===== src/rtl/hts_pkg.sv =====
// ----------------------------------------------------------------------------
// hts_pkg
// Shared widths, reset values, register indexes and unit control types for
// the Hugoniot thermostat stepper.
// ----------------------------------------------------------------------------
package hts_pkg;

  // fixed point format
  localparam int FRAC_BITS  = 16;
  localparam int MAX_WINDOW = 256;

  // field and state widths
  localparam int DATA_W    = 32;
  localparam int DIFF_W    = DATA_W + 1;
  localparam int PROD_W    = 2 * DIFF_W;
  localparam int HP_W      = PROD_W + 1 - (FRAC_BITS + 1);
  localparam int DEV_W     = 40;
  localparam int SUM_W     = 48;
  localparam int CNT_W     = 9;
  localparam int REM_W     = CNT_W + 1;
  localparam int UPD_W     = 8;
  localparam int CFG_IDX_W = 3;

  // serial unit step counts
  localparam int STEP_CNT_W = 6;
  localparam logic [STEP_CNT_W-1:0] MUL_STEPS = STEP_CNT_W'(DIFF_W);
  localparam logic [STEP_CNT_W-1:0] DIV_STEPS = STEP_CNT_W'(SUM_W);

  // reset values
  localparam logic [DATA_W-1:0] STEP_RESET = DATA_W'(10 << FRAC_BITS);
  localparam logic [UPD_W-1:0]  UPD_RESET  = UPD_W'(5);

  // 32 bit limits
  localparam logic [DATA_W-1:0] DATA_MAX = {1'b0, {(DATA_W-1){1'b1}}};
  localparam logic [DATA_W-1:0] DATA_MIN = {1'b1, {(DATA_W-1){1'b0}}};

  // register indexes
  localparam logic [CFG_IDX_W-1:0] CFG_REF_ENERGY   = CFG_IDX_W'(0);
  localparam logic [CFG_IDX_W-1:0] CFG_REF_VOLUME   = CFG_IDX_W'(1);
  localparam logic [CFG_IDX_W-1:0] CFG_REF_PRESSURE = CFG_IDX_W'(2);
  localparam logic [CFG_IDX_W-1:0] CFG_UPDATE_EVERY = CFG_IDX_W'(3);
  localparam logic [CFG_IDX_W-1:0] CFG_INITIAL_STEP = CFG_IDX_W'(4);

  // serial unit operation
  typedef enum logic {
    UNIT_MUL,
    UNIT_DIV
  } unit_op_e;

  typedef struct packed {
    logic     start;
    unit_op_e op;
  } unit_ctrl_t;

  typedef struct packed {
    logic busy;
    logic done;
  } unit_stat_t;

endpackage


===== src/rtl/hts_serial_unit.sv =====
// ----------------------------------------------------------------------------
// hts_serial_unit
// Shared bit-serial arithmetic unit: one adder drives either a shift-add
// magnitude multiply (one multiplier bit per cycle) or a restoring divide
// (one quotient bit per cycle).
// ----------------------------------------------------------------------------
module hts_serial_unit (
  input  logic                                clk_i,
  input  logic                                rst_ni,
  input  hts_pkg::unit_ctrl_t                 ctrl_i,
  input  logic [hts_pkg::SUM_W-1:0]           opa_i,
  input  logic [hts_pkg::DIFF_W-1:0]          opb_i,
  output hts_pkg::unit_stat_t                 stat_o,
  output logic [hts_pkg::PROD_W-1:0]          result_o
);
  import hts_pkg::*;

  unit_op_e              op_q, op_d;
  logic [DIFF_W-1:0]     b_q, b_d;
  logic [PROD_W-1:0]     w_q, w_d;
  logic [STEP_CNT_W-1:0] cnt_q, cnt_d;
  logic                  busy_q, busy_d;
  logic                  done_q, done_d;

  logic [DIFF_W:0]       add_a, add_b, add_y;
  logic                  add_sub;
  logic [REM_W:0]        shifted;
  logic [DIFF_W:0]       hi_new;
  logic                  fits;
  logic [REM_W-1:0]      rem_new;

  // shared adder
  assign add_y = add_a + (add_sub ? ~add_b : add_b) + {{DIFF_W{1'b0}}, add_sub};

  // operand selection for the adder
  always_comb begin
    shifted = {w_q[SUM_W+REM_W-1:SUM_W], w_q[SUM_W-1]};
    add_b   = {1'b0, b_q};
    if (op_q == UNIT_DIV) begin
      add_a   = (DIFF_W+1)'(shifted);
      add_sub = 1'b1;
    end else begin
      add_a   = {1'b0, w_q[PROD_W-1:DIFF_W]};
      add_sub = 1'b0;
    end
  end

  // step and start sequencing
  always_comb begin
    op_d    = op_q;
    b_d     = b_q;
    w_d     = w_q;
    cnt_d   = cnt_q;
    busy_d  = busy_q;
    done_d  = 1'b0;
    hi_new  = w_q[0] ? add_y : {1'b0, w_q[PROD_W-1:DIFF_W]};
    fits    = ~add_y[DIFF_W];
    rem_new = fits ? add_y[REM_W-1:0] : shifted[REM_W-1:0];
    if (ctrl_i.start) begin
      op_d   = ctrl_i.op;
      b_d    = opb_i;
      busy_d = 1'b1;
      if (ctrl_i.op == UNIT_DIV) begin
        w_d   = {(PROD_W-SUM_W)'(0), opa_i};
        cnt_d = DIV_STEPS;
      end else begin
        w_d   = {(PROD_W-DIFF_W)'(0), opa_i[DIFF_W-1:0]};
        cnt_d = MUL_STEPS;
      end
    end else if (busy_q) begin
      if (op_q == UNIT_DIV) begin
        w_d = {(PROD_W-REM_W-SUM_W)'(0), rem_new, w_q[SUM_W-2:0], fits};
      end else begin
        w_d = {hi_new, w_q[DIFF_W-1:1]};
      end
      cnt_d = cnt_q - STEP_CNT_W'(1);
      if (cnt_q == STEP_CNT_W'(1)) begin
        busy_d = 1'b0;
        done_d = 1'b1;
      end
    end
  end

  // control registers
  always_ff @(posedge clk_i or negedge rst_ni) begin
    if (!rst_ni) begin
      busy_q <= 1'b0;
      done_q <= 1'b0;
      cnt_q  <= '0;
      op_q   <= UNIT_MUL;
    end else begin
      busy_q <= busy_d;
      done_q <= done_d;
      cnt_q  <= cnt_d;
      op_q   <= op_d;
    end
  end

  // working registers
  always_ff @(posedge clk_i) begin
    b_q <= b_d;
    w_q <= w_d;
  end

  assign stat_o.busy = busy_q;
  assign stat_o.done = done_q;
  assign result_o    = w_q;

endmodule


===== src/rtl/hugoniot_thermostat_stepper_unit.sv =====
// ----------------------------------------------------------------------------
// hugoniot_thermostat_stepper_unit
// Hugoniot deviation per sample, windowed average and adaptive setpoint step.
// ----------------------------------------------------------------------------
//  channel | direction | handshake             | payload
//  in      | input     | in_valid_i/in_stall_o | energy, cell_volume,
//          |           |                       | pressure_sample, setpoint_in
//  out     | output    | out_valid_o/out_stall_i | setpoint_out, deviation,
//          |           |                       | did_update, window_average
//  cfg     | input     | cfg_we_i              | cfg_idx_i, cfg_data_i
//
//  a word without an update runs the 33 step serial multiply; a word
//  that closes a window adds the 48 step serial divide and the step
//  decision.
//  one word is in work at a time; in_stall_o is high while it is.
//  the finished word waits in the output register, so a new word is taken
//  while out_stall_i holds the previous result. reset clears the window,
//  the references and out_valid_o, and reloads the step size and interval.
// ----------------------------------------------------------------------------
module hugoniot_thermostat_stepper_unit (
  input  logic                                  clk_i,
  input  logic                                  rst_ni,
  // input words
  input  logic                                  in_valid_i,
  output logic                                  in_stall_o,
  input  logic signed [hts_pkg::DATA_W-1:0]     energy_i,
  input  logic signed [hts_pkg::DATA_W-1:0]     cell_volume_i,
  input  logic signed [hts_pkg::DATA_W-1:0]     pressure_sample_i,
  input  logic signed [hts_pkg::DATA_W-1:0]     setpoint_in_i,
  // result words
  output logic                                  out_valid_o,
  input  logic                                  out_stall_i,
  output logic signed [hts_pkg::DATA_W-1:0]     setpoint_out_o,
  output logic signed [hts_pkg::DEV_W-1:0]      deviation_o,
  output logic                                  did_update_o,
  output logic signed [hts_pkg::DEV_W-1:0]      window_average_o,
  // configuration
  input  logic                                  cfg_we_i,
  input  logic [hts_pkg::CFG_IDX_W-1:0]         cfg_idx_i,
  input  logic [hts_pkg::DATA_W-1:0]            cfg_data_i
);
  import hts_pkg::*;

  localparam logic [3:0] S_IDLE  = 4'd0;
  localparam logic [3:0] S_LOAD  = 4'd1;
  localparam logic [3:0] S_MUL   = 4'd2;
  localparam logic [3:0] S_FIX   = 4'd3;
  localparam logic [3:0] S_DEV   = 4'd4;
  localparam logic [3:0] S_ACC   = 4'd5;
  localparam logic [3:0] S_DIVLD = 4'd6;
  localparam logic [3:0] S_DIV   = 4'd7;
  localparam logic [3:0] S_AVG   = 4'd8;
  localparam logic [3:0] S_STEP  = 4'd9;
  localparam logic [3:0] S_ADD   = 4'd10;
  localparam logic [3:0] S_OUT   = 4'd11;

  logic [3:0]               state_q, state_d;

  // configuration
  logic [DATA_W-1:0]        ref_e_q, ref_e_d;
  logic [DATA_W-1:0]        ref_v_q, ref_v_d;
  logic [DATA_W-1:0]        ref_p_q, ref_p_d;
  logic [UPD_W-1:0]         upd_every_q, upd_every_d;

  // window state
  logic [SUM_W-1:0]         sum_q, sum_d;
  logic [CNT_W-1:0]         cnt_q, cnt_d;
  logic [DEV_W-1:0]         prev_avg_q, prev_avg_d;
  logic [DATA_W-1:0]        step_q, step_d;
  logic                     first_q, first_d;

  // per word working registers
  logic [DIFF_W-1:0]        de_q, de_d, dv_q, dv_d, dp_q, dp_d;
  logic [DATA_W-1:0]        setpoint_q, setpoint_d;
  logic                     neg_q, neg_d;
  logic [HP_W-1:0]          hp_q, hp_d;
  logic [DEV_W-1:0]         h_q, h_d;
  logic [DEV_W-1:0]         avg_q, avg_d;
  logic                     upd_q, upd_d;
  logic                     add_q, add_d;

  // output register
  logic                     out_valid_q, out_valid_d;
  logic [DATA_W-1:0]        out_setpoint_q, out_setpoint_d;
  logic [DEV_W-1:0]         out_dev_q, out_dev_d;
  logic                     out_upd_q, out_upd_d;
  logic [DEV_W-1:0]         out_avg_q, out_avg_d;

  // serial unit
  unit_ctrl_t               unit_ctrl;
  unit_stat_t               unit_stat;
  logic [SUM_W-1:0]         unit_opa;
  logic [DIFF_W-1:0]        unit_opb;
  logic [PROD_W-1:0]        unit_res;

  // datapath helpers
  logic                     in_take;
  logic [DIFF_W-1:0]        mag_v, mag_p;
  logic [SUM_W-1:0]         mag_sum;
  logic [PROD_W:0]          prod_s;
  logic [HP_W:0]            hsum;
  logic [HP_W-DEV_W+1:0]    hsum_top;
  logic [SUM_W:0]           sum_ext;
  logic [CNT_W-1:0]         cnt_next;
  logic                     win_full;
  logic [SUM_W-1:0]         avg_full;
  logic                     avg_neg, h_neg, prev_neg;
  logic [DEV_W-1:0]         mag_avg, mag_prev;
  logic [DATA_W-1:0]        step_rnd, step_half, step_neg;
  logic [DATA_W:0]          sp_sum;
  logic                     out_free;

  hts_serial_unit u_unit (
    .clk_i    (clk_i),
    .rst_ni   (rst_ni),
    .ctrl_i   (unit_ctrl),
    .opa_i    (unit_opa),
    .opb_i    (unit_opb),
    .stat_o   (unit_stat),
    .result_o (unit_res)
  );

  assign in_take  = in_valid_i && (state_q == S_IDLE);
  assign out_free = !out_valid_q || !out_stall_i;

  // magnitudes for the serial unit
  assign mag_v   = dv_q[DIFF_W-1] ? (~dv_q + DIFF_W'(1)) : dv_q;
  assign mag_p   = dp_q[DIFF_W-1] ? (~dp_q + DIFF_W'(1)) : dp_q;
  assign mag_sum = sum_q[SUM_W-1] ? (~sum_q + SUM_W'(1)) : sum_q;

  // unit requests
  always_comb begin
    unit_ctrl.start = 1'b0;
    unit_ctrl.op    = UNIT_MUL;
    unit_opa        = {(SUM_W-DIFF_W)'(0), mag_v};
    unit_opb        = mag_p;
    if (state_q == S_LOAD) begin
      unit_ctrl.start = 1'b1;
    end else if (state_q == S_DIVLD) begin
      unit_ctrl.start = 1'b1;
      unit_ctrl.op    = UNIT_DIV;
      unit_opa        = mag_sum;
      unit_opb        = {(DIFF_W-CNT_W)'(0), cnt_q};
    end
  end

  // signed product, deviation and window sums
  assign prod_s   = neg_q ? (~{1'b0, unit_res} + (PROD_W+1)'(1)) : {1'b0, unit_res};
  assign hsum     = {hp_q[HP_W-1], hp_q} + {{(HP_W+1-DIFF_W){de_q[DIFF_W-1]}}, de_q};
  assign hsum_top = hsum[HP_W:DEV_W-1];
  assign sum_ext  = {sum_q[SUM_W-1], sum_q} + {{(SUM_W+1-DEV_W){h_q[DEV_W-1]}}, h_q};
  assign cnt_next = cnt_q + CNT_W'(1);
  assign win_full = (cnt_next > {1'b0, upd_every_q}) || (cnt_next >= CNT_W'(MAX_WINDOW));
  assign avg_full = sum_q[SUM_W-1] ? (~unit_res[SUM_W-1:0] + SUM_W'(1))
                                   : unit_res[SUM_W-1:0];

  // step decision terms
  assign avg_neg   = avg_q[DEV_W-1];
  assign h_neg     = h_q[DEV_W-1];
  assign prev_neg  = prev_avg_q[DEV_W-1];
  assign mag_avg   = avg_neg ? (~avg_q + DEV_W'(1)) : avg_q;
  assign mag_prev  = prev_neg ? (~prev_avg_q + DEV_W'(1)) : prev_avg_q;
  assign step_rnd  = step_q + DATA_W'(step_q[DATA_W-1]);
  assign step_half = {step_rnd[DATA_W-1], step_rnd[DATA_W-1:1]};
  assign step_neg  = (step_q == DATA_MIN) ? DATA_MAX : (~step_q + DATA_W'(1));
  assign sp_sum    = {setpoint_q[DATA_W-1], setpoint_q} + {step_q[DATA_W-1], step_q};

  // sequencer
  always_comb begin
    state_d        = state_q;
    ref_e_d        = ref_e_q;
    ref_v_d        = ref_v_q;
    ref_p_d        = ref_p_q;
    upd_every_d    = upd_every_q;
    sum_d          = sum_q;
    cnt_d          = cnt_q;
    prev_avg_d     = prev_avg_q;
    step_d         = step_q;
    first_d        = first_q;
    de_d           = de_q;
    dv_d           = dv_q;
    dp_d           = dp_q;
    setpoint_d     = setpoint_q;
    neg_d          = neg_q;
    hp_d           = hp_q;
    h_d            = h_q;
    avg_d          = avg_q;
    upd_d          = upd_q;
    add_d          = add_q;
    out_valid_d    = out_valid_q && out_stall_i;
    out_setpoint_d = out_setpoint_q;
    out_dev_d      = out_dev_q;
    out_upd_d      = out_upd_q;
    out_avg_d      = out_avg_q;

    case (state_q)
      S_IDLE: begin
        if (in_take) begin
          de_d       = {energy_i[DATA_W-1], energy_i} - {ref_e_q[DATA_W-1], ref_e_q};
          dv_d       = {cell_volume_i[DATA_W-1], cell_volume_i}
                     - {ref_v_q[DATA_W-1], ref_v_q};
          dp_d       = {pressure_sample_i[DATA_W-1], pressure_sample_i}
                     - {ref_p_q[DATA_W-1], ref_p_q};
          setpoint_d = setpoint_in_i;
          state_d    = S_LOAD;
        end
      end
      S_LOAD: begin
        neg_d   = dv_q[DIFF_W-1] ^ dp_q[DIFF_W-1];
        state_d = S_MUL;
      end
      S_MUL: begin
        if (unit_stat.done) begin
          state_d = S_FIX;
        end
      end
      // floor of product over two to the FRAC_BITS+1
      S_FIX: begin
        hp_d    = prod_s[PROD_W:FRAC_BITS+1];
        state_d = S_DEV;
      end
      // deviation saturated to the 40 bit range
      S_DEV: begin
        if ((&hsum_top) || !(|hsum_top)) begin
          h_d = hsum[DEV_W-1:0];
        end else begin
          h_d = hsum[HP_W] ? {1'b1, {(DEV_W-1){1'b0}}} : {1'b0, {(DEV_W-1){1'b1}}};
        end
        state_d = S_ACC;
      end
      // accumulate and check the window
      S_ACC: begin
        if (sum_ext[SUM_W] != sum_ext[SUM_W-1]) begin
          sum_d = sum_ext[SUM_W] ? {1'b1, {(SUM_W-1){1'b0}}} : {1'b0, {(SUM_W-1){1'b1}}};
        end else begin
          sum_d = sum_ext[SUM_W-1:0];
        end
        cnt_d   = cnt_next;
        upd_d   = win_full;
        add_d   = 1'b0;
        state_d = win_full ? S_DIVLD : S_OUT;
      end
      S_DIVLD: begin
        state_d = S_DIV;
      end
      S_DIV: begin
        if (unit_stat.done) begin
          state_d = S_AVG;
        end
      end
      // average truncated toward zero, window cleared
      S_AVG: begin
        avg_d   = avg_full[DEV_W-1:0];
        sum_d   = '0;
        cnt_d   = '0;
        state_d = S_STEP;
      end
      // step size rule
      S_STEP: begin
        if (first_q) begin
          first_d = 1'b0;
        end else if (avg_neg != h_neg) begin
          add_d = 1'b0;
        end else if (avg_neg != prev_neg) begin
          step_d = ~step_half + DATA_W'(1);
          add_d  = 1'b1;
        end else begin
          if (mag_avg > mag_prev) begin
            step_d = step_neg;
          end
          add_d = 1'b1;
        end
        prev_avg_d = avg_q;
        state_d    = S_ADD;
      end
      // saturating setpoint move
      S_ADD: begin
        if (add_q) begin
          if (sp_sum[DATA_W] != sp_sum[DATA_W-1]) begin
            setpoint_d = sp_sum[DATA_W] ? DATA_MIN : DATA_MAX;
          end else begin
            setpoint_d = sp_sum[DATA_W-1:0];
          end
        end
        state_d = S_OUT;
      end
      S_OUT: begin
        if (out_free) begin
          out_valid_d    = 1'b1;
          out_setpoint_d = setpoint_q;
          out_dev_d      = h_q;
          out_upd_d      = upd_q;
          out_avg_d      = prev_avg_q;
          state_d        = S_IDLE;
        end
      end
      default: begin
        state_d = S_IDLE;
      end
    endcase

    // register writes
    if (cfg_we_i) begin
      case (cfg_idx_i)
        CFG_REF_ENERGY:   ref_e_d     = cfg_data_i;
        CFG_REF_VOLUME:   ref_v_d     = cfg_data_i;
        CFG_REF_PRESSURE: ref_p_d     = cfg_data_i;
        CFG_UPDATE_EVERY: upd_every_d = cfg_data_i[UPD_W-1:0];
        CFG_INITIAL_STEP: step_d      = cfg_data_i;
        default: begin
        end
      endcase
    end
  end

  // control state
  always_ff @(posedge clk_i or negedge rst_ni) begin
    if (!rst_ni) begin
      state_q     <= S_IDLE;
      ref_e_q     <= '0;
      ref_v_q     <= '0;
      ref_p_q     <= '0;
      upd_every_q <= UPD_RESET;
      sum_q       <= '0;
      cnt_q       <= '0;
      prev_avg_q  <= '0;
      step_q      <= STEP_RESET;
      first_q     <= 1'b1;
      out_valid_q <= 1'b0;
    end else begin
      state_q     <= state_d;
      ref_e_q     <= ref_e_d;
      ref_v_q     <= ref_v_d;
      ref_p_q     <= ref_p_d;
      upd_every_q <= upd_every_d;
      sum_q       <= sum_d;
      cnt_q       <= cnt_d;
      prev_avg_q  <= prev_avg_d;
      step_q      <= step_d;
      first_q     <= first_d;
      out_valid_q <= out_valid_d;
    end
  end

  // per word payload
  always_ff @(posedge clk_i) begin
    de_q           <= de_d;
    dv_q           <= dv_d;
    dp_q           <= dp_d;
    setpoint_q     <= setpoint_d;
    neg_q          <= neg_d;
    hp_q           <= hp_d;
    h_q            <= h_d;
    avg_q          <= avg_d;
    upd_q          <= upd_d;
    add_q          <= add_d;
    out_setpoint_q <= out_setpoint_d;
    out_dev_q      <= out_dev_d;
    out_upd_q      <= out_upd_d;
    out_avg_q      <= out_avg_d;
  end

  assign in_stall_o       = (state_q != S_IDLE);
  assign out_valid_o      = out_valid_q;
  assign setpoint_out_o   = out_setpoint_q;
  assign deviation_o      = out_dev_q;
  assign did_update_o     = out_upd_q;
  assign window_average_o = out_avg_q;

endmodule


===== config.mk =====
export PLATFORM = sky130hd
export DESIGN_NAME = hugoniot_thermostat_stepper_unit
export DESIGN_NICKNAME = d
export VERILOG_FILES = /design/src/rtl/hts_pkg.sv /design/src/rtl/hts_serial_unit.sv /design/src/rtl/hugoniot_thermostat_stepper_unit.sv
export SDC_FILE = /design/constraint.sdc
export NUM_CORES = 2
export LEC_CHECK = 0
export ABC_AREA = 1
export BUFFER_PORTS_ARGS = -buffer_cell sky130_fd_sc_hd__buf_2
export CAP_MARGIN = 15
export CORE_ASPECT_RATIO = 0.75
export CORE_MARGIN = 2
export CORE_UTILIZATION = 60
export CTS_CLUSTER_SIZE = 25
export DETAILED_ROUTE_END_ITERATION = 6
export PLACE_DENSITY = 0.86
export SLEW_MARGIN = 25
export SYNTH_ARGS = -nofsm -noshare
export SYNTH_HDL_FRONTEND = slang
export SYNTH_SLANG_ARGS = --single-unit

===== constraint.sdc =====
create_clock -name clk_i -period 8.85 [get_ports clk_i]
set_clock_uncertainty 0.15 [all_clocks]
set_input_delay 1.3275 -clock clk_i [delete_from_list [all_inputs] [get_ports clk_i]]
set_output_delay 1.3275 -clock clk_i [all_outputs]
set_load 0.05 [all_outputs]

==> results.cfg <==
[yosys]
synthAdderAreaFrac_pct = 7.41
synthXorXnorAreaFrac_pct = 6.43
synthCells = 7625
synth_edf_count = 476
synth_compound_area_share_pct = 14.0
ys_warn_count = 0
ys_seq_area_share_pct = 36.9
ys_ff_latch = 724
yosysMostFrequentCell = nand2_1
syn_area_um2 = 55600
netlist_top_cells_count = 1895 x nand2_1, 938 x inv_1, 827 x nor2_1
synth_cell_types = 72
synth_top_family_by_area = simple AND/OR/NAND/NOR gates
synth_largest_area_cell = edfxtp_1
avgSynthCellArea_um2 = 7.29
synth_mux_area_share_pct = 0
synth_area_leaders = edfxtp_1 26%, nand2_1 13%, dfrtp_1 11%
yosys.area_share.simple_pct = 27.2
yosysTopAreaCellShare_pct = 25.7
syn-num-nets = 8118
async_flop_share_pct = 34.3
synth_ff_type = edfxtp_1

[cts]
clk_latency_ns = 0.69
postCtsSetupRepairBufs = 0
cts-root-buf = clkbuf_16
hold_buffers = 0
clock_sinks = 724
cts_tree = built
post_cts_resized = 0
cts_buffers = 79
clockBufferDepth = 3
ctsHtreeMaxLevel = 3
path_clk_slew_ns = 0.06

[die]
rows = 96
dieWidth_um = 355
die_area_um2 = 95100
ios = 283
fp.dieH_um = 268
initial_core_util_pct = 60.6
core_um2 = 91600

[power]
power.leakage_nw = 27.5
p_per_area_nw_per_um2 = 156
max-vdd-ir-drop_uv = 196

[hold_path]
worst_hold_path_type = reg -> reg
hold_start = setpoint_q[15]

[finish]
seqCellArea_um2 = 20500
syn_to_final_growth_pct = 9.55
drive_above_1_share_pct = 7.79
nFillCells = 7905
multi_input_area_um2 = 30700
nets = 8324

[routing]
routedWlPerCell_um = 23.5
firstDrtPassIters = 7
via_per_inst = 6.21
via_count = 56742
first_iter_violations = 9131
routed_wl_um = 215000
antenna_left = 0
drc_errors = 2

[status]
status = finished, violations left
failed_checks = DRC

[sta]
max_slew_margin_pct = 13.7
worst_pin_slew_ns = 1.28
hold_violations = 0
fin_crit_sh_pct = 73.5
maxSlewViolCount = 0
final.min_clock_period_ns = 6.50
setup_viol_count_final = 0
rsz0062_at_grt = false
tns_ns = 0
setup_ws_ns = 2.35
fmax_mhz = 154

[worst_setup_path]
end_kind = register
crit_path_max_incr_delay_ns = 0.53
required_ns = 9.25
crit_type = reg -> reg
crit_path_start_kind = register
startpoint = avg_q[0]
crit_slowest_cell = inv_1
cp.arrival_ns = 6.90
r2r_start = avg_q[0]
path_common_cell = nand2_1
critPathMaxFanout = 28

[placement]
post-place-ws_ns = 2.67
gp_congestion = 1.08
io_buffers = 282
dp_hpwl_um = 169000

[grt]
grt_usage_pct = 43.8
met2_usage_pct = 59.7
grt_use_met1_pct = 63.5
grt_pass1_wl_um = 314000
grt_busiest_layer = met1
antenna_found_initial = 21
use_met3_pct = 16.4
gr-total-overflow = 0
grt_pass1_vias = 50610
grt_max_degree = 120

[flow_run]
cap_viol_max_count = 0
-- final timing paths --
path                       depth (start not counted)  slack [ns]            endpoint
max in group asynchronous                          2        6.56         u_unit.op_q
max reg2reg                                       31        2.35           step_q[6]
min reg2reg                                        0        0.31  setpoint_out_o[15]
min in group asynchronous                          1        0.44           sum_q[30]
max                                               31        2.35           step_q[6]
min                                                0        0.31  setpoint_out_o[15]
-- area by class of cell --
cell class	instances	area share, %
Clock buffer	100	3.50
Tap cell	1225	2.52
Timing Repair Buffer	323	2.89
Inverter	960	5.92
Clock inverter	46	1.05
Antenna cell	11	0.0452
Multi-Input combinational cell	5743	50.4
Sequential cell	724	33.7
-- metal layers --
metal	part of all wire, %	vias to the layer above	wire length, um
met4	3.6	16	7820
li1	-	25796	-
met5	0.11	-	246
met1	41	26374	88400
met2	39	4053	84100
met3	16	503	34000
-- kinds of logic after synthesis --
kind of cell / after synthesis
compound gates: 1434
xor+xnor: 408
fa+ha+maj: 325
buf+inv: 1158
flops: 724
simple gates: 3576
-- critical path: cells and delay by family (launching register included) --
family	cells	cell delay, ns
compound gates	2	0.32
fa+ha+maj	2	0.45
buf+inv	4	1.03
flops	1	0.40
simple gates	23	3.99
-- sequential cells by signal, indices dropped and copies added, names as in the netlist, 33 cells and up --
register,flops
u_unit.b_q,33
dv_q,33
u_unit.result_o,66
deviation_o,40
avg_q,40
sum_q,48
hp_q,50
dp_q,33
de_q,33
window_average_o,40
h_q,40
prev_avg_q,40
-- power by group --
group | internal [mW] | switching, mW | leakage, nW
Combinational | 0.633 | 1.28 | 18.8
Clock | 2.13 | 1.53 | 1.33
Sequential | 3.77 | 0.178 | 7.38
Total | 6.53 | 2.99 | 27.5
-- cells in the final DEF (no fill, tap or decap), drive strengths merged, types with 15 or more instances in the layout --
master | synthesis | final
clkbuf | 124 | 100
o221ai | 17 | 17
xnor2 | 111 | 111
or2 | 18 | 18
inv | 954 | 958
edfxtp | 476 | 476
clkinv | 6 | 26
nor4 | 47 | 47
buf | 74 | 323
nand3 | 438 | 438
o21ai | 613 | 613
o21bai | 36 | 36
o21a | 24 | 24
ha | 318 | 318
nand2 | 1925 | 1925
nand4 | 112 | 112
a21o | 22 | 22
a21boi | 15 | 15
xor2 | 297 | 297
a31oi | 32 | 32
o211ai | 35 | 35
dfrtp | 243 | 243
a21oi | 588 | 588
nor2 | 872 | 872
nor3 | 134 | 134
-- per-stage QoR --
step / power [mW] / utilization [%] / std cells / hold slack (ns) / area [um2]
after CTS: 9.42 / 66.4 / 9121 / 0.309 / 60800
after global placement: 5.75 / 63.3 / 8974 / 0.303 / 58000
after detailed placement: 5.81 / 63.4 / 8975 / 0.301 / 58100
final: 9.52 / 66.4 / 9132 / 0.314 / 60900
after global routing: 9.80 / 66.4 / 9124 / 0.323 / 60900
after floorplan: 5.23 / - / 7625 / 0.250 / 55600
No activity file was read; power rests on OpenSTA's default activity.
